--- src/rtl/assert_macros.svh ---
// ----------------------------------------------------------------------------
// Assertion macros
// Shared concurrent assertion forms; they expand to nothing for synthesis.
// ----------------------------------------------------------------------------
`ifndef ASSERT_MACROS_SVH
`define ASSERT_MACROS_SVH
`ifndef SYNTHESIS
`define ASSERT_IMPLY(lbl, clk, rst_n, ante, cons) \
    lbl: assert property (@(posedge clk) disable iff (!rst_n) (ante) |-> (cons)) \
        else $error("same-cycle implication check failed");
`define ASSERT_NEXT(lbl, clk, rst_n, ante, cons) \
    lbl: assert property (@(posedge clk) disable iff (!rst_n) (ante) |=> (cons)) \
        else $error("next-cycle implication check failed");
`else
`define ASSERT_IMPLY(lbl, clk, rst_n, ante, cons)
`define ASSERT_NEXT(lbl, clk, rst_n, ante, cons)
`endif
`endif

--- src/rtl/sphh_pkg.sv ---
`timescale 1ns / 1ps
// ----------------------------------------------------------------------------
// Spectral peak pair hasher package
// Sizes, constants, band edge table and controller/datapath handshake types.
// ----------------------------------------------------------------------------
package sphh_pkg;

    localparam int unsigned NUM_BINS     = 1024;
    localparam int unsigned PEAK_COUNT   = 5;

    localparam int unsigned BIN_W        = $clog2(NUM_BINS);
    localparam int unsigned PK_IDX_W     = (PEAK_COUNT > 1) ? $clog2(PEAK_COUNT) : 1;
    localparam int unsigned POWER_W      = 32;
    localparam int unsigned RATE_W       = 18;
    localparam int unsigned HASH_W       = 32;
    localparam int unsigned OFFSET_W     = 31;
    localparam int unsigned FRAME_W      = 24;
    localparam int unsigned BAND_BIN_W   = 10;
    localparam int unsigned BAND_W       = 3;
    localparam int unsigned DELTA_W      = 12;
    localparam int unsigned LHS_W        = BIN_W + RATE_W;
    localparam int unsigned CMP_W        = 64;
    localparam int unsigned N_EDGES      = 6;

    localparam int unsigned HOP_MS_SCALE = 1024000;
    localparam int unsigned HOP_W        = $clog2(HOP_MS_SCALE + 1);
    localparam int unsigned DIVIDEND_W   = FRAME_W + HOP_W;
    localparam int unsigned DIV_CNT_W    = $clog2(DIVIDEND_W);

    localparam logic [BIN_W-1:0]    MIN_PEAK_BIN = BIN_W'(5);
    localparam logic [BIN_W-1:0]    LAST_BIN     = BIN_W'(NUM_BINS - 1);
    localparam logic [RATE_W-1:0]   RATE_RESET   = RATE_W'(44100);
    localparam logic [FRAME_W-1:0]  FRAME_MAX    = {FRAME_W{1'b1}};
    localparam logic [OFFSET_W-1:0] OFFSET_MAX   = {OFFSET_W{1'b1}};
    localparam logic [HOP_W-1:0]    HOP_SCALE    = HOP_W'(HOP_MS_SCALE);
    localparam logic [DELTA_W-1:0]  FRAME_DELTA  = DELTA_W'(1);
    localparam logic [DIV_CNT_W-1:0] DIV_LAST    = DIV_CNT_W'(DIVIDEND_W - 1);

    // Band edge in Hz scaled by 2*NUM_BINS, so it compares directly with bin*rate.
    function automatic logic [CMP_W-1:0] band_limit(input int unsigned idx);
        logic [CMP_W-1:0] hz;
        case (idx)
            0:       hz = CMP_W'(200);
            1:       hz = CMP_W'(400);
            2:       hz = CMP_W'(800);
            3:       hz = CMP_W'(1600);
            4:       hz = CMP_W'(3200);
            default: hz = CMP_W'(6400);
        endcase
        return hz * CMP_W'(2 * NUM_BINS);
    endfunction

    typedef struct packed {
        logic accept_bin;
        logic start_div;
        logic div_step;
        logic emit_load;
        logic frame_wrap;
    } t_dp_cmd;

    typedef struct packed {
        logic last_bin;
        logic emit_now;
        logic div_last;
        logic out_free;
        logic last_peak;
    } t_dp_sts;

endpackage

--- src/rtl/sphh_if.sv ---
`timescale 1ns / 1ps
// ----------------------------------------------------------------------------
// Spectral peak pair hasher channels
// Valid/ready channels for spectrum bins in and pair hashes out.
// ----------------------------------------------------------------------------
interface sphh_bin_if import sphh_pkg::*; ();
    logic               valid;
    logic               ready;
    logic [POWER_W-1:0] bin_power;

    modport source (output valid, output bin_power, input ready);
    modport sink   (input valid, input bin_power, output ready);
endinterface

interface sphh_hash_if import sphh_pkg::*; ();
    logic                valid;
    logic                ready;
    logic [HASH_W-1:0]   pair_hash;
    logic [OFFSET_W-1:0] anchor_offset_ms;
    logic                run_last;

    modport source (output valid, output pair_hash, output anchor_offset_ms,
                    output run_last, input ready);
    modport sink   (input valid, input pair_hash, input anchor_offset_ms,
                    input run_last, output ready);
endinterface

--- src/rtl/sphh_ctrl.sv ---
`timescale 1ns / 1ps
// ----------------------------------------------------------------------------
// Spectral peak pair hasher controller
// Sequences bin intake, the offset division, hash emission and frame rollover.
// ----------------------------------------------------------------------------
module sphh_ctrl import sphh_pkg::*; (
    input  logic    i_clk,
    input  logic    i_rst_n,
    input  logic    i_in_valid,
    output logic    o_in_ready,
    input  t_dp_sts i_sts,
    output t_dp_cmd o_cmd
);

    localparam logic [2:0] S_BINS  = 3'd0;
    localparam logic [2:0] S_CHECK = 3'd1;
    localparam logic [2:0] S_DIV   = 3'd2;
    localparam logic [2:0] S_EMIT  = 3'd3;
    localparam logic [2:0] S_WRAP  = 3'd4;

    logic [2:0] r_state;
    logic [2:0] n_state;

    always_ff @(posedge i_clk) begin
        if (!i_rst_n) begin
            r_state <= S_BINS;
        end else begin
            r_state <= n_state;
        end
    end

    always_comb begin
        n_state    = r_state;
        o_cmd      = '0;
        o_in_ready = 1'b0;
        unique case (r_state)
            S_BINS: begin
                o_in_ready       = 1'b1;
                o_cmd.accept_bin = i_in_valid;
                if (i_in_valid && i_sts.last_bin) begin
                    n_state = S_CHECK;
                end
            end
            S_CHECK: begin
                if (i_sts.emit_now) begin
                    o_cmd.start_div = 1'b1;
                    n_state         = S_DIV;
                end else begin
                    n_state = S_WRAP;
                end
            end
            S_DIV: begin
                o_cmd.div_step = 1'b1;
                if (i_sts.div_last) begin
                    n_state = S_EMIT;
                end
            end
            S_EMIT: begin
                if (i_sts.out_free) begin
                    o_cmd.emit_load = 1'b1;
                    if (i_sts.last_peak) begin
                        n_state = S_WRAP;
                    end
                end
            end
            S_WRAP: begin
                o_cmd.frame_wrap = 1'b1;
                n_state          = S_BINS;
            end
            default: begin
                n_state = S_BINS;
            end
        endcase
    end

endmodule

--- src/rtl/sphh_dp.sv ---
`timescale 1ns / 1ps
// ----------------------------------------------------------------------------
// Spectral peak pair hasher datapath
// Sorted peak list, band mapping, restoring divider and output word register.
// ----------------------------------------------------------------------------
module sphh_dp import sphh_pkg::*; (
    input  logic                i_clk,
    input  logic                i_rst_n,
    input  logic                i_cfg_we,
    input  logic [RATE_W-1:0]   i_cfg_wdata,
    input  logic [POWER_W-1:0]  i_bin_power,
    input  t_dp_cmd             i_cmd,
    output t_dp_sts             o_sts,
    input  logic                i_out_ready,
    output logic                o_out_valid,
    output logic [HASH_W-1:0]   o_pair_hash,
    output logic [OFFSET_W-1:0] o_anchor_offset_ms,
    output logic                o_run_last
);

    logic [RATE_W-1:0]     r_rate;
    logic [BIN_W-1:0]      r_bin;
    logic [PEAK_COUNT-1:0] r_pk_valid;
    logic [POWER_W-1:0]    r_pk_power [PEAK_COUNT];
    logic [BIN_W-1:0]      r_pk_bin   [PEAK_COUNT];
    logic [BIN_W-1:0]      r_prev_bin;
    logic                  r_prev_valid;
    logic [FRAME_W-1:0]    r_frame;
    logic [BAND_BIN_W-1:0] r_anchor_band;
    logic [RATE_W-1:0]     r_rem;
    logic [DIVIDEND_W-1:0] r_quo;
    logic [DIV_CNT_W-1:0]  r_div_cnt;
    logic [PK_IDX_W-1:0]   r_k;
    logic                  r_out_valid;
    logic [HASH_W-1:0]     r_out_hash;
    logic [OFFSET_W-1:0]   r_out_ms;
    logic                  r_out_last;

    logic [PEAK_COUNT-1:0] n_pk_valid;
    logic [POWER_W-1:0]    n_pk_power [PEAK_COUNT];
    logic [BIN_W-1:0]      n_pk_bin   [PEAK_COUNT];

    logic [PEAK_COUNT-1:0] w_ge;
    logic [PEAK_COUNT:0]   w_ge_ext;
    logic                  w_insert;
    logic [PEAK_COUNT-1:0] w_tail;
    logic [BIN_W-1:0]      w_band_src;
    logic [LHS_W-1:0]      w_lhs;
    logic [BAND_W-1:0]     w_band;
    logic [BIN_W+6:0]      w_bin_x;
    logic [BAND_BIN_W-1:0] w_banded;
    logic [FRAME_W-1:0]    w_anchor_frame;
    logic [RATE_W:0]       w_trial;
    logic                  w_trial_ge;
    logic [RATE_W:0]       w_trial_diff;
    logic                  w_ms_sat;
    logic [OFFSET_W-1:0]   w_ms;

    // An entry at or above the new power keeps its place; the new bin goes
    // right after the last such entry, and everything below shifts down one.
    always_comb begin
        for (int i = 0; i < PEAK_COUNT; i++) begin
            w_ge[i] = r_pk_valid[i] && (r_pk_power[i] >= i_bin_power);
        end
        w_ge_ext = {w_ge, 1'b1};
        w_insert = i_cmd.accept_bin && (r_bin >= MIN_PEAK_BIN) && !w_ge[PEAK_COUNT-1];

        n_pk_valid = r_pk_valid;
        n_pk_power = r_pk_power;
        n_pk_bin   = r_pk_bin;
        if (w_insert) begin
            if (!w_ge[0]) begin
                n_pk_valid[0] = 1'b1;
                n_pk_power[0] = i_bin_power;
                n_pk_bin[0]   = r_bin;
            end
            for (int i = 1; i < PEAK_COUNT; i++) begin
                if (!w_ge[i]) begin
                    if (w_ge_ext[i]) begin
                        n_pk_valid[i] = 1'b1;
                        n_pk_power[i] = i_bin_power;
                        n_pk_bin[i]   = r_bin;
                    end else begin
                        n_pk_valid[i] = r_pk_valid[i-1];
                        n_pk_power[i] = r_pk_power[i-1];
                        n_pk_bin[i]   = r_pk_bin[i-1];
                    end
                end
            end
        end
    end

    always_comb begin
        for (int i = 0; i < PEAK_COUNT - 1; i++) begin
            w_tail[i] = !r_pk_valid[i+1];
        end
        w_tail[PEAK_COUNT-1] = 1'b1;
    end

    // Band mapping: the anchor during the division start, otherwise the
    // peak now being emitted.
    assign w_band_src = i_cmd.start_div ? r_prev_bin : r_pk_bin[r_k];
    assign w_lhs      = LHS_W'(w_band_src) * LHS_W'(r_rate);

    always_comb begin
        w_band = '0;
        for (int i = 0; i < N_EDGES; i++) begin
            if (CMP_W'(w_lhs) >= band_limit(i)) begin
                w_band = BAND_W'(i + 1);
            end
        end
    end

    assign w_bin_x  = {7'd0, w_band_src};
    assign w_banded = {w_band, w_bin_x[6:0]};

    assign w_anchor_frame = r_frame - 1'b1;

    // One quotient bit per cycle, most significant first.
    assign w_trial      = {r_rem, r_quo[DIVIDEND_W-1]};
    assign w_trial_ge   = w_trial >= {1'b0, r_rate};
    assign w_trial_diff = w_trial - {1'b0, r_rate};

    assign w_ms_sat = (r_rate == '0) || (|r_quo[DIVIDEND_W-1:OFFSET_W]);
    assign w_ms     = w_ms_sat ? OFFSET_MAX : r_quo[OFFSET_W-1:0];

    always_ff @(posedge i_clk) begin
        if (!i_rst_n) begin
            r_rate       <= RATE_RESET;
            r_bin        <= '0;
            r_pk_valid   <= '0;
            r_prev_bin   <= '0;
            r_prev_valid <= 1'b0;
            r_frame      <= '0;
            r_div_cnt    <= '0;
            r_k          <= '0;
            r_out_valid  <= 1'b0;
        end else begin
            if (i_cfg_we) begin
                r_rate <= i_cfg_wdata;
            end
            if (i_cmd.accept_bin) begin
                r_bin      <= (r_bin == LAST_BIN) ? '0 : r_bin + 1'b1;
                r_pk_valid <= n_pk_valid;
            end
            if (i_cmd.start_div) begin
                r_div_cnt <= '0;
                r_k       <= '0;
            end
            if (i_cmd.div_step) begin
                r_div_cnt <= r_div_cnt + 1'b1;
            end
            if (i_cmd.emit_load) begin
                r_k         <= r_k + 1'b1;
                r_out_valid <= 1'b1;
            end else if (i_out_ready) begin
                r_out_valid <= 1'b0;
            end
            if (i_cmd.frame_wrap) begin
                if (r_pk_valid[0]) begin
                    r_prev_bin   <= r_pk_bin[0];
                    r_prev_valid <= 1'b1;
                end
                if (r_frame != FRAME_MAX) begin
                    r_frame <= r_frame + 1'b1;
                end
                r_pk_valid <= '0;
            end
        end
    end

    always_ff @(posedge i_clk) begin
        if (i_cmd.accept_bin) begin
            r_pk_power <= n_pk_power;
            r_pk_bin   <= n_pk_bin;
        end
        if (i_cmd.start_div) begin
            r_anchor_band <= w_banded;
            r_rem         <= '0;
            r_quo         <= {{HOP_W{1'b0}}, w_anchor_frame} * {{FRAME_W{1'b0}}, HOP_SCALE};
        end
        if (i_cmd.div_step) begin
            r_rem <= w_trial_ge ? w_trial_diff[RATE_W-1:0] : w_trial[RATE_W-1:0];
            r_quo <= {r_quo[DIVIDEND_W-2:0], w_trial_ge};
        end
        if (i_cmd.emit_load) begin
            r_out_hash <= {r_anchor_band, w_banded, FRAME_DELTA};
            r_out_ms   <= w_ms;
            r_out_last <= w_tail[r_k];
        end
    end

    always_comb begin
        o_sts.last_bin  = (r_bin == LAST_BIN);
        o_sts.emit_now  = r_prev_valid && r_pk_valid[0];
        o_sts.div_last  = (r_div_cnt == DIV_LAST);
        o_sts.out_free  = !r_out_valid || i_out_ready;
        o_sts.last_peak = w_tail[r_k];
    end

    assign o_out_valid        = r_out_valid;
    assign o_pair_hash        = r_out_hash;
    assign o_anchor_offset_ms = r_out_ms;
    assign o_run_last         = r_out_last;

endmodule

--- src/rtl/spectral_peak_pair_hasher.sv ---
`timescale 1ns / 1ps
// ----------------------------------------------------------------------------
// Spectral peak pair hasher
// Keeps the strongest bins of each spectrum frame and pairs them with the
// previous frame's strongest bin into landmark hash words.
// ----------------------------------------------------------------------------
//  port        dir  word                                        handshake
//  i_bin       in   bin_power[31:0]                             valid/ready
//  o_hash      out  pair_hash[31:0], anchor_offset_ms[30:0],    valid/ready
//                   run_last
//  i_cfg_*     in   sample_rate[17:0]                           write enable
//
// A bin word is taken every cycle while a frame is streaming in.
// After the last bin of a frame the input stalls during the check and wrap
// states, plus the bit-serial offset divider and each emitted hash word when
// an anchor and a peak exist; a stalled output lengthens the emission phase.
// The output register lets the next frame start while the final hash waits.
// Reset is synchronous, active low, and restores sample_rate to 44100.
`include "assert_macros.svh"

module spectral_peak_pair_hasher import sphh_pkg::*; (
    input  logic              i_clk,
    input  logic              i_rst_n,
    input  logic              i_cfg_we,
    input  logic [RATE_W-1:0] i_cfg_wdata,
    sphh_bin_if.sink          i_bin,
    sphh_hash_if.source       o_hash
);

    t_dp_cmd w_cmd;
    t_dp_sts w_sts;

    sphh_ctrl u_ctrl (
        .i_clk      (i_clk),
        .i_rst_n    (i_rst_n),
        .i_in_valid (i_bin.valid),
        .o_in_ready (i_bin.ready),
        .i_sts      (w_sts),
        .o_cmd      (w_cmd)
    );

    sphh_dp u_dp (
        .i_clk              (i_clk),
        .i_rst_n            (i_rst_n),
        .i_cfg_we           (i_cfg_we),
        .i_cfg_wdata        (i_cfg_wdata),
        .i_bin_power        (i_bin.bin_power),
        .i_cmd              (w_cmd),
        .o_sts              (w_sts),
        .i_out_ready        (o_hash.ready),
        .o_out_valid        (o_hash.valid),
        .o_pair_hash        (o_hash.pair_hash),
        .o_anchor_offset_ms (o_hash.anchor_offset_ms),
        .o_run_last         (o_hash.run_last)
    );

    // The last bin of a frame always stalls intake for the frame-end work.
    `ASSERT_NEXT(a_frame_end_stall, i_clk, i_rst_n, i_bin.valid && i_bin.ready && w_sts.last_bin, !i_bin.ready)
    // No bin is taken while the divider is running.
    `ASSERT_IMPLY(a_no_bin_in_div, i_clk, i_rst_n, w_cmd.div_step, !i_bin.ready)
    // A hash word is only loaded into a free output register.
    `ASSERT_IMPLY(a_emit_slot_free, i_clk, i_rst_n, w_cmd.emit_load, w_sts.out_free)

endmodule

--- src/flat_wrapper.sv ---
// flat-port wrapper written by rule: the top's interface ports become plain ports
module spectral_peak_pair_hasher_flat import sphh_pkg::*;
  (i_clk, i_rst_n, i_cfg_we, i_cfg_wdata, i_bin_valid, i_bin_bin_power, i_bin_ready, o_hash_valid, o_hash_pair_hash, o_hash_anchor_offset_ms, o_hash_run_last, o_hash_ready);
  sphh_bin_if i_bin_i ();
  sphh_hash_if o_hash_i ();
  input  logic i_clk;
  input  logic i_rst_n;
  input  logic i_cfg_we;
  input  logic [RATE_W-1:0] i_cfg_wdata;
  input wire logic [$bits(i_bin_i.valid)-1:0] i_bin_valid;
  input wire logic [$bits(i_bin_i.bin_power)-1:0] i_bin_bin_power;
  output wire logic [$bits(i_bin_i.ready)-1:0] i_bin_ready;
  output wire logic [$bits(o_hash_i.valid)-1:0] o_hash_valid;
  output wire logic [$bits(o_hash_i.pair_hash)-1:0] o_hash_pair_hash;
  output wire logic [$bits(o_hash_i.anchor_offset_ms)-1:0] o_hash_anchor_offset_ms;
  output wire logic [$bits(o_hash_i.run_last)-1:0] o_hash_run_last;
  input wire logic [$bits(o_hash_i.ready)-1:0] o_hash_ready;
  assign i_bin_i.valid = i_bin_valid;
  assign i_bin_i.bin_power = i_bin_bin_power;
  assign i_bin_ready = i_bin_i.ready;
  assign o_hash_valid = o_hash_i.valid;
  assign o_hash_pair_hash = o_hash_i.pair_hash;
  assign o_hash_anchor_offset_ms = o_hash_i.anchor_offset_ms;
  assign o_hash_run_last = o_hash_i.run_last;
  assign o_hash_i.ready = o_hash_ready;
  spectral_peak_pair_hasher u_core (.i_clk(i_clk), .i_rst_n(i_rst_n), .i_cfg_we(i_cfg_we), .i_cfg_wdata(i_cfg_wdata), .i_bin(i_bin_i), .o_hash(o_hash_i));
endmodule
--- config.mk ---
export PLATFORM = sky130hd
export DESIGN_NAME = spectral_peak_pair_hasher_flat
export DESIGN_NICKNAME = d
export VERILOG_FILES = /design/src/rtl/sphh_pkg.sv /design/src/rtl/sphh_if.sv /design/src/rtl/sphh_ctrl.sv /design/src/rtl/sphh_dp.sv /design/src/rtl/spectral_peak_pair_hasher.sv /design/src/flat_wrapper.sv
export VERILOG_INCLUDE_DIRS = /design/src /design/src/rtl
export SDC_FILE = /design/constraint.sdc
export NUM_CORES = 1
export LEC_CHECK = 0
export ABC_AREA = 1
export BUFFER_PORTS_ARGS = -buffer_cell sky130_fd_sc_hd__buf_4
export CAP_MARGIN = 15
export CELL_PAD_IN_SITES_DETAIL_PLACEMENT = 1
export CELL_PAD_IN_SITES_GLOBAL_PLACEMENT = 1
export CORE_MARGIN = 5
export CORE_UTILIZATION = 45
export CTS_CLUSTER_DIAMETER = 80
export DETAILED_ROUTE_END_ITERATION = 10
export PLACE_DENSITY_LB_ADDON = 0.1
export SLEW_MARGIN = 10
export SYNTH_ARGS = -nofsm -noshare
export SYNTH_HDL_FRONTEND = slang
export SYNTH_SLANG_ARGS = --single-unit
export TNS_END_PERCENT = 30
--- constraint.sdc ---
create_clock -name i_clk -period 5.93 [get_ports i_clk]
set_clock_uncertainty 0.1 [all_clocks]
set_input_delay 0.593 -clock i_clk [delete_from_list [all_inputs] [get_ports i_clk]]
set_output_delay 0.593 -clock i_clk [all_outputs]
set_load 0.005 [all_outputs]
## Word-level counts from Yosys, hierarchy flattened

Index checks and enable logic that the tools add are counted.

- Flip-flop bits (word level): 415
- Bits of input ports: 55
- Output and inout bits: 66
- Word-level logic and storage cells: 153

- $add $sub $neg: 6
- $mul: 2
- Magnitude comparators: 15
- Equal/unequal tests: 11
- Muxes and demuxes: 50
- Bitwise operators: 7
- Reductions and logical operators: 32

Operators by type and width:

| cell | count |
|---|---|
| $ge A32 B32 Y1 | 5 |
| $mux W32 | 4 |
| $mux W44 | 2 |
| $mux W10 | 8 |
| $mux W18 | 3 |
| $mux W3 | 12 |
| $mul A24 B7 Y31 const B | 1 |
| $bmux W10 S3 | 1 |
| $ge A28 B19 Y1 const B | 1 |
| $ge A28 B20 Y1 const B | 1 |
| $ge A28 B21 Y1 const B | 1 |
| $ge A28 B22 Y1 const B | 1 |
| $ge A28 B23 Y1 const B | 1 |
| $ge A28 B24 Y1 const B | 1 |
| $mul A10 B18 Y28 | 1 |
| $add A24 B1 Y24 const B | 1 |
| $ne A24 B24 Y1 const B | 1 |
| $sub A24 B1 Y24 const B | 1 |
| $ge A19 B18 Y1 | 1 |
| $logic_not A18 Y1 | 1 |
| $sub A18 B18 Y18 | 1 |
| $mux W1 | 16 |
| $reduce_and A3 Y1 | 5 |
| $reduce_or A13 Y1 | 1 |
| 25 further kinds | 52 |

## Depth between registers and ports, before layout

Gate-level depths: netlist of the first run.

- Word-level depth: 13
- Gate-level depth with buffers: 37
- Depth with buffers taken out: 36

## Cells and area by module

From an unflattened synthesis of the first run, not the netlist that was laid out.

- Cell total of the unflattened synthesis: 3624
- Area total of the unflattened synthesis: 31963.2 um^2

By module, submodules not included:

| module | times used | cells an instance | area an instance (um^2) | seq. area each (um^2) |
|---|---|---|---|---|
| sphh_dp | 1 | 3584 | 31694.1 | 11591.1 |
| sphh_ctrl | 1 | 40 | 269.0 | 60.1 |

## Worst setup path before layout of the first run

No wires, ideal clock.

- Path type: register to register
- From: reg u_core.u_dp.r_k[0]
- To: reg u_core.u_dp.r_out_hash[20], in the netlist u_core.u_dp.o_pair_hash[20], data pin
- Library setup time: 265 ps
- Data arrival time: 5755 ps
- Path slack: -190 ps
- Stages on the path, launching flop included: 32
- Path buffers: 2
- Clock period less this slack: 6120 ps
- Cells stage by stage: dfxtp_1 -> inv_2 -> buf_2 -> o21ai_0 -> o22ai_1 -> a221o_1 -> o21ai_1 -> buf_2 -> nor2_1 -> fa_1 -> inv_1 -> fa_1 -> inv_1 -> fa_1 -> fa_1 -> inv_1 -> fa_1 -> inv_1 -> ha_1 -> nand2_1 -> nor2_1 -> nand2_1 -> nor2_1 -> nand2_1 -> nand4_1 -> nand2_1 -> nor2_1 -> nand3_1 -> nor2_1 -> nand2_1 -> nand2_1 -> nand3_1

- Cells in the longest elaborated chain, start to end: 12
- Elaborated cells on any way between the ends: 16
- Those cells by class: mul: 1; order compare: 5; mux: 9; bitwise: 1

RTL lines:

| item | RTL line | text |
|---|---|---|
| start: declaration | sphh_dp.sv:33 | `logic [PK_IDX_W-1:0] r_k;` |
| start signal: assignment | sphh_dp.sv:154 | `r_k <= r_k + 1'b1;` |
| $not A3 Y4 (implied by the code) * | sphh_dp.sv:102 | `assign w_band_src = i_cmd.start_div ? r_prev_bin : r_pk_bin[r_k];` |
| $bmux W10 S3 * | sphh_dp.sv:102 |  |
| $mux W10 (implied by the code) * (2 in series) | sphh_dp.sv:102 |  |
| $mux W10 * | sphh_dp.sv:102 |  |
| $mul A10 B18 Y28 * | sphh_dp.sv:103 | `assign w_lhs = LHS_W'(w_band_src) * LHS_W'(r_rate);` |
| $ge A28 B20 Y1 | sphh_dp.sv:108 | `if (CMP_W'(w_lhs) >= band_limit(i)) begin` |
| $mux W3 (4 in series) | sphh_dp.sv:108 |  |
| $mux W3 * | sphh_dp.sv:108 |  |
| named net u_core.u_dp.w_band[1] | sphh_dp.sv:49 | `logic [BAND_W-1:0] w_band;` |
| end signal: assignment | sphh_dp.sv:187 | `r_out_hash <= {r_anchor_band, w_banded, FRAME_DELTA};` |
| end: declaration | sphh_dp.sv:35 | `logic [HASH_W-1:0] r_out_hash;` |

Mark *: on every way through the listed nets, which the timed path passes. The rest lies on a longest branch. The select of a mux whose other input is x is not followed.
A chain may end at the register's enable or synchronous reset.

## Worst setup path after layout of the first run

- From: reg u_core.u_ctrl.r_state[0]
- To: reg u_core.u_dp.r_anchor_band[7], data pin

- Cells in the longest elaborated chain, start to end: 11
- Elaborated cells on any way between the ends: 16
- Those cells by class: mul: 1; order compare: 6; eq/ne: 1; mux: 8

RTL lines:

| item | RTL line | text |
|---|---|---|
| start: declaration | sphh_ctrl.sv:21 | `logic [2:0] r_state;` |
| start signal: assignment | sphh_ctrl.sv:28 | `r_state <= n_state;` |
| $eq A3 B1 Y1 * | sphh_ctrl.sv:36 | `unique case (r_state)` |
| $mux W1 * | sphh_ctrl.sv:36 |  |
| $mux W10 * | sphh_dp.sv:102 |  |
| named net u_core.u_dp.w_band_src[1] | sphh_dp.sv:47 | `logic [BIN_W-1:0] w_band_src;` |
| $mul A10 B18 Y28 * | sphh_dp.sv:103 |  |
| $ge A28 B19 Y1 | sphh_dp.sv:108 |  |
| $mux W1 | sphh_dp.sv:108 |  |
| $mux W3 (4 in series) | sphh_dp.sv:108 |  |
| $mux W3 * | sphh_dp.sv:108 |  |
| named net u_core.u_dp.w_band[0] | sphh_dp.sv:49 |  |
| end signal: assignment | sphh_dp.sv:178 | `r_anchor_band <= w_banded;` |
| end: declaration | sphh_dp.sv:29 | `logic [BAND_BIN_W-1:0] r_anchor_band;` |

Mark *: on every way through the listed nets, which the timed path passes. The rest lies on a longest branch.

==> run_results.csv, run 1 <==
group,metric,value,unit
placement,io_buffers,108,
routing,routed_wl,95560,um
yosys,synth_common_cells,"nand2_1 (772), inv_1 (500), edfxtp_1 (334)",
power,irDropWorstVdd,0.0002909,V
setup_path,crit_type,"reg2reg",
routing,via_per_inst,5.381,
layout,area_delta_synth_final,19.36,%
timing,fin_crit,6.389,ns
die,row_count,97,
timing,fmax,0.1565,GHz
hold_path,hold_path_class,"in2reg",
power,total_power,14.42,mW
die,die_area,76240,um^2
clock_network,clk_path_buf_depth,3,
global_route,grt-ovfl-total,0,
die,coreArea,70150,um^2
timing,setup_violations,6,
yosys,synth_top_cell_by_area,"edfxtp_1",
routing,first_pass_iters,4,
placement,dp_slack,-0.7864,ns
global_route,grt_pass1_wl,154200,um
flow_run,maxCapViolations,0,
routing,drtIter0Drc,1323,
routing,m1WireLength,40130,um
routing,remaining_drc_errors,0,
yosys,synth_most_common_cell,"nand2_1",
yosys,synth_seq_cells,415,
clock_network,clock-sinks,415,
setup_path,crit_required,6.18,ns
global_route,grt_start_max_net_pins,85,
power,power.density,379.1,nW/um^2
routing,wl_met3,3206,um
placement,dpl_cell_area,34940,um^2
yosys,synth.area.top_cells,"edfxtp_1 (31%), fa_1 (13%), ha_1 (12%)",
clock_network,cts_buffers,50,
routing,top_layer_used,"met4",
setup_path,reg2reg_slack,-0.46,ns
timing,worst_pin_slew,1.122,ns
yosys,synthFlopType,"edfxtp_1",
setup_path,cpPeakStageDelay,0.57,ns
routing,wl_met2,49080,um
layout,drive_gt1_share,16.89,%
placement,dpl.hpwl,73680,um
yosys,syn-cell-area,31870,um^2
global_route,grt_usage,24.62,%
yosys,avgSynthCellArea,8.835,um^2
routing,ant_nets,0,
setup_path,crit_slowest_cell,"fa_1",
yosys,yosys_warnings,0,
clock_network,cts_tree,"yes",
clock_network,root_buffer,"clkbuf_16",
yosys,synthCells,3607,
timing,maxSlewViolCount,0,
layout,finish.instance_area,38040,um^2
outcome,status,"finished, violations left",
timing,slew_headroom,24.73,%
die,die_x,276.1,um
setup_path,critPathCaptureType,"flop",
clock_network,clkTransAtPathRegs,0.06,ns
global_route,grt_pass1_vias,29031,
timing,hold_viol_final,0,
setup_path,cp_common_cell,"inv_2",
yosys,synthDistinctLibCells,64,
die,start_util,45.43,%
setup_path,arrival,6.63,ns
layout,fin_cells,4889,
setup_path,setup.worst_path.start_class,"flop",
setup_path,cp_max_fo,5,
global_route,antenna_found_initial,2,
yosys,ys_seq_area_share,36.56,%
die,io_pins,121,
outcome,violations,"negative setup slack",
routing,num_vias,26306,
yosys,synth_edf_count,334,
clock_network,htree_num_levels,2,
layout,nets,4490,
timing,layout_setup_ws,-0.4586,ns
clock_network,clk_latency,0.64,ns
routing,wl_per_cell,19.55,um
power,leakage,16.96,nW
yosys,synth_top_cell_area_share,31.47,%
die,die_y,276.1,um
placement,gp_congestion,0.9054,
timing,rsz0062_at_grt,"yes",
placement,place_inst,4740,
timing,period_share,107.7,%
yosys,synth-async-reset-ratio,0,%
==> placed cells by master, fill, tap and decap left out, drive strengths merged, types with 33 or more instances in the layout <==
| cell type | count |
|---|---|
| nor2 | 315 |
| edfxtp | 334 |
| nand2 | 773 |
| inv | 511 |
| dfxtp | 81 |
| o21ai | 326 |
| a21oi | 219 |
| ha | 316 |
| buf | 348 |
| fa | 212 |
| nand3 | 106 |
| xor2 | 48 |
| clkinv | 33 |
| clkbuf | 59 |
| nand4 | 42 |
| nor3 | 46 |
==> per-layer routing <==
| metal | GRT usage [%] | up-vias |
|---|---|---|
| met5 | 0 | - |
| met4 | 7.645 | 0 |
| met3 | 3.105 | 173 |
| met2 | 44.74 | 415 |
| met1 | 30.63 | 13193 |
| li1 | - | 12525 |
==> power by group <==
part | internal (mW) | switching (mW) | total, mW
clock | 1.79 | 1.31 | 3.11
sequential | 3.43 | 0.0656 | 3.50
combinational | 3.12 | 4.70 | 7.82
==> worst max-delay path: cells and delay by family, from the launching register on <==
| family | cells | cell delay, ns |
|---|---|---|
| buf+inv | 11 | 0.89 |
| flops | 1 | 0.34 |
| compound gates | 3 | 0.22 |
| fa+ha+maj | 6 | 2.96 |
| simple gates | 15 | 1.63 |
==> logic make-up after synthesis <==
group	Yosys count	share of synthesized area, %
and+or+nand+nor	1328	17.30
AOI/OAI and AO/OA	630	10.67
other	2	0.02356
buffers and inverters	637	7.864
DFF	415	36.56
adders and majority gates	528	25.72
xor gates and xnor gates	67	1.865
==> final timing paths <==
| kind | endpoint | depth (start not counted) | start |
|---|---|---|---|
| worst max-delay path | u_core.u_dp.r_anchor_band[7] | 35 | u_core.u_ctrl.r_state[0] |
| worst min-delay path | u_core.u_dp.r_pk_power[149] | 1 | i_bin_bin_power[21] |
| worst max register to register | u_core.u_dp.r_anchor_band[7] | 35 | u_core.u_ctrl.r_state[0] |
| worst min register to register | u_core.u_dp.o_pair_hash[31] | 0 | u_core.u_dp.r_anchor_band[9] |
==> through the flow <==
| step | utilization, % | setup TNS (ns) | hold WS [ns] |
|---|---|---|---|
| final | 54.22 | -2.517 | 0.03756 |
| after CTS | 53.55 | -2.059 | 0.00002970 |
| after global routing | 54.22 | -4.634 | 0.005269 |
| after global placement | 49.81 | -3.735 | 0.3066 |
| after detailed placement | 49.81 | -4.468 | 0.3110 |
| after floorplan | - | 0 | 0.3003 |
==> state kept, by name (all words and copies together) (netlist names), 18 cells and up <==
name	count
u_core.u_dp.r_frame	24
u_core.u_dp.r_pk_power	160
u_core.u_dp.r_quo	44
u_core.u_dp.r_rate	18
u_core.u_dp.o_pair_hash	20
u_core.u_dp.o_anchor_offset_ms	31
u_core.u_dp.r_rem	18
u_core.u_dp.r_pk_bin	50
==> timing repair <==
action                     in CTS  in global routing
cloned                          5                  0
pin swaps                      69                 79
hold buffers                    7                  0
setup endpoints to repair       7                 19
hold endpoints to repair        7                  0
setup buffers                  36                  8
gates resized for setup       135                116
==> area by class of cell <==
class / count / area [um^2]
repair buffers: 357 / 2915
clock buffers: 59 / 1295
fillers: 8139 / 32110
multi-input cells: 2566 / 18650
inverters: 517 / 1977
well taps: 940 / 1176
clock inverters: 34 / 360.3
flip-flops and latches: 415 / 11660
diodes: 1 / 2.502
Power figures use the tool's default switching activity.
==> inputs of run 2 (changes only) <==
--- a/config.mk
+++ b/config.mk
@@ -10,9 +10,9 @@
 export BUFFER_PORTS_ARGS = -buffer_cell sky130_fd_sc_hd__buf_4
 export CAP_MARGIN = 15
 export CELL_PAD_IN_SITES_DETAIL_PLACEMENT = 1
-export CELL_PAD_IN_SITES_GLOBAL_PLACEMENT = 1
+export CELL_PAD_IN_SITES_GLOBAL_PLACEMENT = 2
 export CORE_MARGIN = 5
-export CORE_UTILIZATION = 45
+export CORE_UTILIZATION = 36
 export CTS_CLUSTER_DIAMETER = 80
 export DETAILED_ROUTE_END_ITERATION = 10
 export PLACE_DENSITY_LB_ADDON = 0.1
==> run 2 against run 1 <==
  * The flow still finishes with violations (negative setup slack)
  * Final cell count increased by 5.6%
  * Core utilization down 9.7 points
  * Setup slack better by 0.13 ns
  * Via count decreased by 0.83%
  * Worst hold slack gained 0.028 ns
  * Die area grew 24%
  * Cell area up 3.1%
  * Critical path depth fell by 8
  * Largest cell class unchanged
  * Largest power group unchanged
==> run_results.csv, run 2 (synthesis gave the netlist of run 1 again) <==
group,metric,value,unit
setup_path,r2r_start,"u_core.u_dp.r_k[0]",
global_route,grt_pass1_vias,28613,
die,die_area,94570,um^2
layout,diodes,0,
timing,worst_pin_slew,1.140,ns
hold_path,min_from,"i_bin_bin_power[3]",
die,io_pins,121,
global_route,grt_pass1_wl,155300,um
global_route,grt_usage,20.53,%
setup_path,cp_common_cell,"fa_1",
layout,layout_common_cells,"nand2_1 (696), inv_1 (471), edfxtp_1 (334)",
setup_path,cp_max_fo,6,
setup_path,crit_required,6.23,ns
timing,fin_setup_tns,-1.867,ns
power,switchingPower,6.280,mW
global_route,grt_start_max_net_pins,85,
setup_path,setup.worst_path.start_class,"flop",
routing,num_vias,26087,
die,coreArea,88100,um^2
global_route,antenna_found_initial,3,
routing,remaining_drc_errors,0,
setup_path,crit_slowest_cell,"fa_1",
power,leakage,17.29,nW
timing,setup_violations,6,
timing,rsz0062_at_grt,"yes",
timing,fin_crit,6.262,ns
die,start_util,36.17,%
clock_network,clk_path_buf_depth,3,
power,total_power,15.06,mW
placement,place_inst,4988,
placement,gp_congestion,0.8774,
clock_network,clkTransAtPathRegs,0.06,ns
outcome,status,"finished, violations left",
setup_path,critPathTopFamily,"adder cells",
layout,area_delta_synth_final,23.09,%
layout,nets,4534,
routing,ant_nets,0,
setup_path,cp_num_buf_inv,5,
setup_path,crit_type,"reg2reg",
hold_path,hold_path_class,"in2reg",
clock_network,cts_tree,"yes",
setup_path,cpPeakStageDelay,0.59,ns
power,p_clk_share,22.7,%
clock_network,clock-sinks,415,
placement,io_buffers,108,
die,die_y,307.5,um
layout,regMostFlops,"u_core.u_dp.r_pk_power",
layout,finish.instance_area,39230,um^2
timing,period_share,105.6,%
routing,drtIter0Drc,1126,
power,irDropWorstVdd,0.0002984,V
setup_path,critPathCaptureType,"flop",
layout,final_common_cell,"nand2_1",
timing,slew_headroom,23.88,%
layout,reg_top3,"u_core.u_dp.r_pk_power (160), u_core.u_dp.r_pk_bin (50), u_core.u_dp.r_quo (44)",
die,die_x,307.5,um
layout,drive_gt1_share,18.94,%
layout,fin_cells,5161,
placement,dp_slack,-0.8658,ns
power,seq_power_share,23.2,%
global_route,grt-ovfl-total,0,
power,switching_share,41.69,%
outcome,violations,"negative setup slack",
timing,fmax,0.1597,GHz
layout,largest_reg_flops,160,
power,internal-power,8.783,mW
power,power.density,384.0,nW/um^2
clock_network,cts_buffers,53,
routing,via_per_inst,5.055,
routing,routed_wl,98070,um
timing,layout_setup_ws,-0.3324,ns
timing,maxSlewViolCount,0,
setup_path,startpoint,"u_core.u_dp.r_k[0]",
clock_network,clk_latency,0.65,ns
placement,dpl_cell_area,35440,um^2
die,row_count,109,
routing,wl_per_cell,19.00,um
timing,hold_viol_final,0,
clock_network,htree_num_levels,2,
clock_network,root_buffer,"clkbuf_16",
power,p_comb_share,54.2,%
setup_path,arrival,6.56,ns
routing,first_pass_iters,5,
flow_run,maxCapViolations,0,
placement,dpl.hpwl,76220,um
==> run 2: final cells by class <==
type / instances / area, um^2
fillers: 10226 / 48880
multi-input cells: 2566 / 19010
flip-flops and latches: 415 / 11660
repair buffers: 398 / 3279
inverters: 517 / 1974
well taps: 1165 / 1458
clock buffers: 62 / 1370
clock inverters: 38 / 471.7
==> run 2: metal layers <==
layer  track usage, %  vias up  routed length [um]
met1            25.83    12969               42470
met5                0        -                  27
met4            5.918        4                2888
met2            36.90      343               49560
met3            2.847      151                3122
li1                 -    12620                   -
==> run 2: repair_timing <==
action                     in CTS  in global routing
hold buffers                   29                  0
setup buffers                  35                  3
gates resized for setup       274                 76
hold endpoints to repair       29                  0
pin swaps                     149                 28
setup endpoints to repair       8                 19
cloned                          5                  1
==> run 2: stage by stage <==
step | utilization [%] | hold WS [ns]
3_5_place_dp | 40.22 | 0.3056
4_1_cts | 44.14 | 0.01740
5_1_grt | 44.52 | 0.03072
3_3_place_gp | 40.22 | 0.3051
6_report | 44.52 | 0.06565
2_1_floorplan | - | 0.3003
==> run 2: path summary, 6_finish.rpt <==
path / slack, ns / end / depth (start not counted)
worst max-delay path: -0.33 / u_core.u_dp.o_pair_hash[19] / 27
worst min-delay path: 0.07 / u_core.u_dp.r_pk_power[131] / 1
worst max register to register: -0.33 / u_core.u_dp.o_pair_hash[19] / 27
worst min register to register: 0.32 / u_core.u_dp.o_pair_hash[22] / 0
==> run 2: power groups by stage <==
stage	logic, mW	registers [mW]	clock network, mW
detailed placement	6.75	3.55	0
global placement	6.59	3.55	0
global route	9.08	3.50	3.64
CTS	7.93	3.49	3.51
finish	8.16	3.49	3.41
floorplan	4.36	3.53	0
==> run 2: worst reg2reg max path, cell delays in order (launching register included) <==
cell and delay, ns:
dfxtp_4 0.38, buf_6 0.15, buf_6 0.13, nor2_4 0.07, o22ai_2 0.07, a221o_2 0.45, o21ai_4 0.19, buf_6 0.17
nor2_1 0.05, fa_1 0.59, fa_1 0.45, fa_2 0.57, fa_1 0.43, fa_1 0.49, ha_4 0.33, nand2_4 0.08
nor2_4 0.12, buf_4 0.12, nand2_1 0.04, nand3b_1 0.21, nand4_1 0.24, nand2_4 0.10, nor2_1 0.12, nand2_1 0.07
inv_1 0.09, nor2_4 0.04, nand2_1 0.08, a21oi_2 0.06
==> inputs of run 3 (changes only) <==
--- a/config.mk
+++ b/config.mk
@@ -7,7 +7,7 @@
 export NUM_CORES = 1
 export LEC_CHECK = 0
 export ABC_AREA = 1
-export BUFFER_PORTS_ARGS = -buffer_cell sky130_fd_sc_hd__buf_4
+export BUFFER_PORTS_ARGS = -buffer_cell sky130_fd_sc_hd__buf_2
 export CAP_MARGIN = 15
 export CELL_PAD_IN_SITES_DETAIL_PLACEMENT = 1
 export CELL_PAD_IN_SITES_GLOBAL_PLACEMENT = 2
==> run 3 against run 2 <==
  * The run still ends with negative setup slack left
  * Clock power is 9.4% lower
  * Register-to-register slack hardly changed
  * Final cell count is 0.64% lower
  * Worst hold slack worse by 0.015 ns
  * Via count is 1.4% lower
  * Combinational power is 4.0% lower
  * Sequential power hardly changed
  * Fmax hardly changed
  * Cell area is 2.7% lower
  * Setup slack hardly changed
  * First-iteration DRC count stayed put
  * Sequential share of layout area is 0.83 points higher
  * Critical path type unchanged
==> run_results.csv, run 3 (synthesis gave the netlist of run 1 again) <==
group,metric,value,unit
hold_path,whs_path_depth,1,
layout,fillers,10278,
setup_path,crit_type,"reg2reg",
timing,maxSlewViolCount,0,
clock_network,cts_buffers,52,
hold_path,min_from,"i_bin_bin_power[29]",
global_route,grt_pass1_vias,28167,
routing,drtIter0Drc,1126,
power,power.density,377.8,nW/um^2
setup_path,critPathCaptureType,"flop",
timing,layout_setup_ws,-0.3327,ns
die,die_area,94570,um^2
clock_network,clock-sinks,415,
timing,setup_violations,6,
global_route,grt_start_max_net_pins,85,
routing,ant_nets,0,
die,row_count,109,
global_route,use_met3,2.304,%
setup_path,crit_slowest_cell,"fa_1",
clock_network,clkTransAtPathRegs,0.06,ns
setup_path,cp_max_fo,6,
setup_path,setup.worst_path.start_class,"flop",
clock_network,cts_tree,"yes",
timing,fmax,0.1597,GHz
layout,drive_gt1_share,17.07,%
power,leakage,16.95,nW
global_route,grt-ovfl-total,0,
layout,area_delta_synth_final,19.71,%
setup_path,r2r_start,"u_core.u_dp.r_k[0]",
global_route,grtUsageMet1,25.20,%
routing,via_per_inst,5.017,
routing,remaining_drc_errors,0,
timing,worst_pin_slew,1.121,ns
routing,first_pass_iters,5,
layout,regMostFlops,"u_core.u_dp.r_pk_power",
setup_path,reg2reg_to,"u_core.u_dp.r_anchor_band[8]",
placement,place_inst,4982,
clock_network,clk_latency,0.63,ns
die,io_pins,121,
global_route,met2_usage,36.25,%
global_route,busiest_layer,"met2",
hold_path,whs_endpoint,"u_core.u_dp.r_pk_power[157]",
layout,fin_cells,5128,
routing,wl_per_cell,18.59,um
placement,io_buffers,108,
clock_network,htree_num_levels,2,
hold_path,hold_path_class,"in2reg",
timing,hold_viol_final,0,
die,coreArea,88100,um^2
flow_run,maxCapViolations,0,
setup_path,arrival,6.53,ns
outcome,violations,"negative setup slack",
die,die_y,307.5,um
timing,period_share,105.6,%
setup_path,rr_worst_depth,31,
power,irDropWorstVdd,0.0002471,V
layout,reg_top3,"u_core.u_dp.r_pk_power (160), u_core.u_dp.r_pk_bin (50), u_core.u_dp.r_quo (44)",
setup_path,cpPeakStageDelay,0.62,ns
setup_path,reg2reg_slack,-0.33,ns
global_route,grt_pass1_wl,151400,um
outcome,status,"finished, violations left",
routing,num_vias,25729,
die,start_util,36.17,%
layout,nets,4504,
global_route,grt_usage,19.84,%
global_route,antenna_found_initial,5,
placement,dpl.hpwl,75290,um
clock_network,root_buffer,"clkbuf_16",
placement,gp_congestion,0.8508,
setup_path,crit_required,6.20,ns
layout,final_common_cell,"nand2_1",
die,die_x,307.5,um
power,total_power,14.41,mW
clock_network,clk_path_buf_depth,3,
layout,largest_reg_flops,160,
setup_path,cp_common_cell,"nand2_1",
layout,layout_common_cells,"nand2_1 (728), inv_1 (477), edfxtp_1 (334)",
timing,slew_headroom,25.14,%
timing,rsz0062_at_grt,"yes",
timing,fin_crit,6.263,ns
routing,routed_wl,95350,um
-- run 3: cell count changes in the layout (fill, tap and decap cells not counted), moves of 11 or more --
cell,before,now
buf_2,1,108
buf_4,333,235
buf_6,23,12
dlygate4sd3_1,29,0
nand2_1,696,728
nand2_2,62,30
nor2_1,255,272
nor2_4,33,16
-- run 3: repair_timing --
action	in CTS	in global routing
hold buffers	0	0
gates resized for setup	193	47
buffers inserted	40	5
cloned	4	0
pin swaps	113	20
endpoints found under the setup margin	10	18
-- run 3: area by class of cell --
type / instances / area [um^2] / area share, %
inverters: 517 / 1966 / 5.152
well taps: 1165 / 1458 / 3.821
flip-flops and latches: 415 / 11660 / 30.56
clock inverters: 23 / 242.7 / 0.6363
multi-input cells: 2565 / 18660 / 48.91
diodes: 2 / 5.005 / 0.01312
repair buffers: 370 / 2749 / 7.205
clock buffers: 71 / 1413 / 3.703
-- run 3: how the worst max path moves through the flow --
stage	to	from	depth (start not counted)	slack (ns)
2_1_floorplan	u_core.u_dp.o_pair_hash[20]	u_core.u_ctrl.r_state[0]	34	0.002
3_3_place_gp	u_core.u_dp.o_pair_hash[20]	u_core.u_dp.r_k[0]	32	-0.49
3_5_place_dp	u_core.u_dp.o_pair_hash[20]	u_core.u_ctrl.r_state[0]	33	-0.65
4_1_cts	u_core.u_dp.r_anchor_band[8]	u_core.u_dp.r_k[0]	33	-0.26
5_1_grt	u_core.u_dp.o_pair_hash[20]	u_core.u_dp.r_k[1]	32	-0.64
6_report	u_core.u_dp.r_anchor_band[8]	u_core.u_dp.r_k[0]	31	-0.33
-- run 3: power by group --
part	internal, mW	leakage (nW)	total [mW]	switching [mW]
sequential	3.43	3.63	3.49	0.0604
combinational	3.22	12.5	7.83	4.61
clock	1.77	0.795	3.09	1.33
total	8.42	17.0	14.4	5.99
-- run 3: routing by layer --
layer	routed length (um)	vias up
met5	13	-
met3	2560	124
li1	-	12564
met4	2241	2
met1	41900	12782
met2	48640	257
-- run 3: critical path: cells and delay by family (launching register included) --
family,cells,cell delay [ns]
adders and majority gates,6,2.90
and+or+nand+nor,17,1.45
buffers and inverters,5,0.60
AOI/OAI and AO/OA,3,0.55
DFF,1,0.39
-- run 3: stage by stage --
stage / utilization, % / setup slack, ns / cell area (um^2) / hold WS [ns] / setup TNS (ns)
floorplan: - / 0.002411 / 32000 / 0.3003 / 0
global placement: 39.83 / -0.4909 / 35090 / 0.3045 / -2.819
detailed placement: 39.86 / -0.6500 / 35120 / 0.3056 / -3.777
CTS: 42.99 / -0.2580 / 37880 / 0.01046 / -1.377
global route: 43.30 / -0.6440 / 38150 / 0.02521 / -4.582
finish: 43.30 / -0.3327 / 38150 / 0.05025 / -1.715
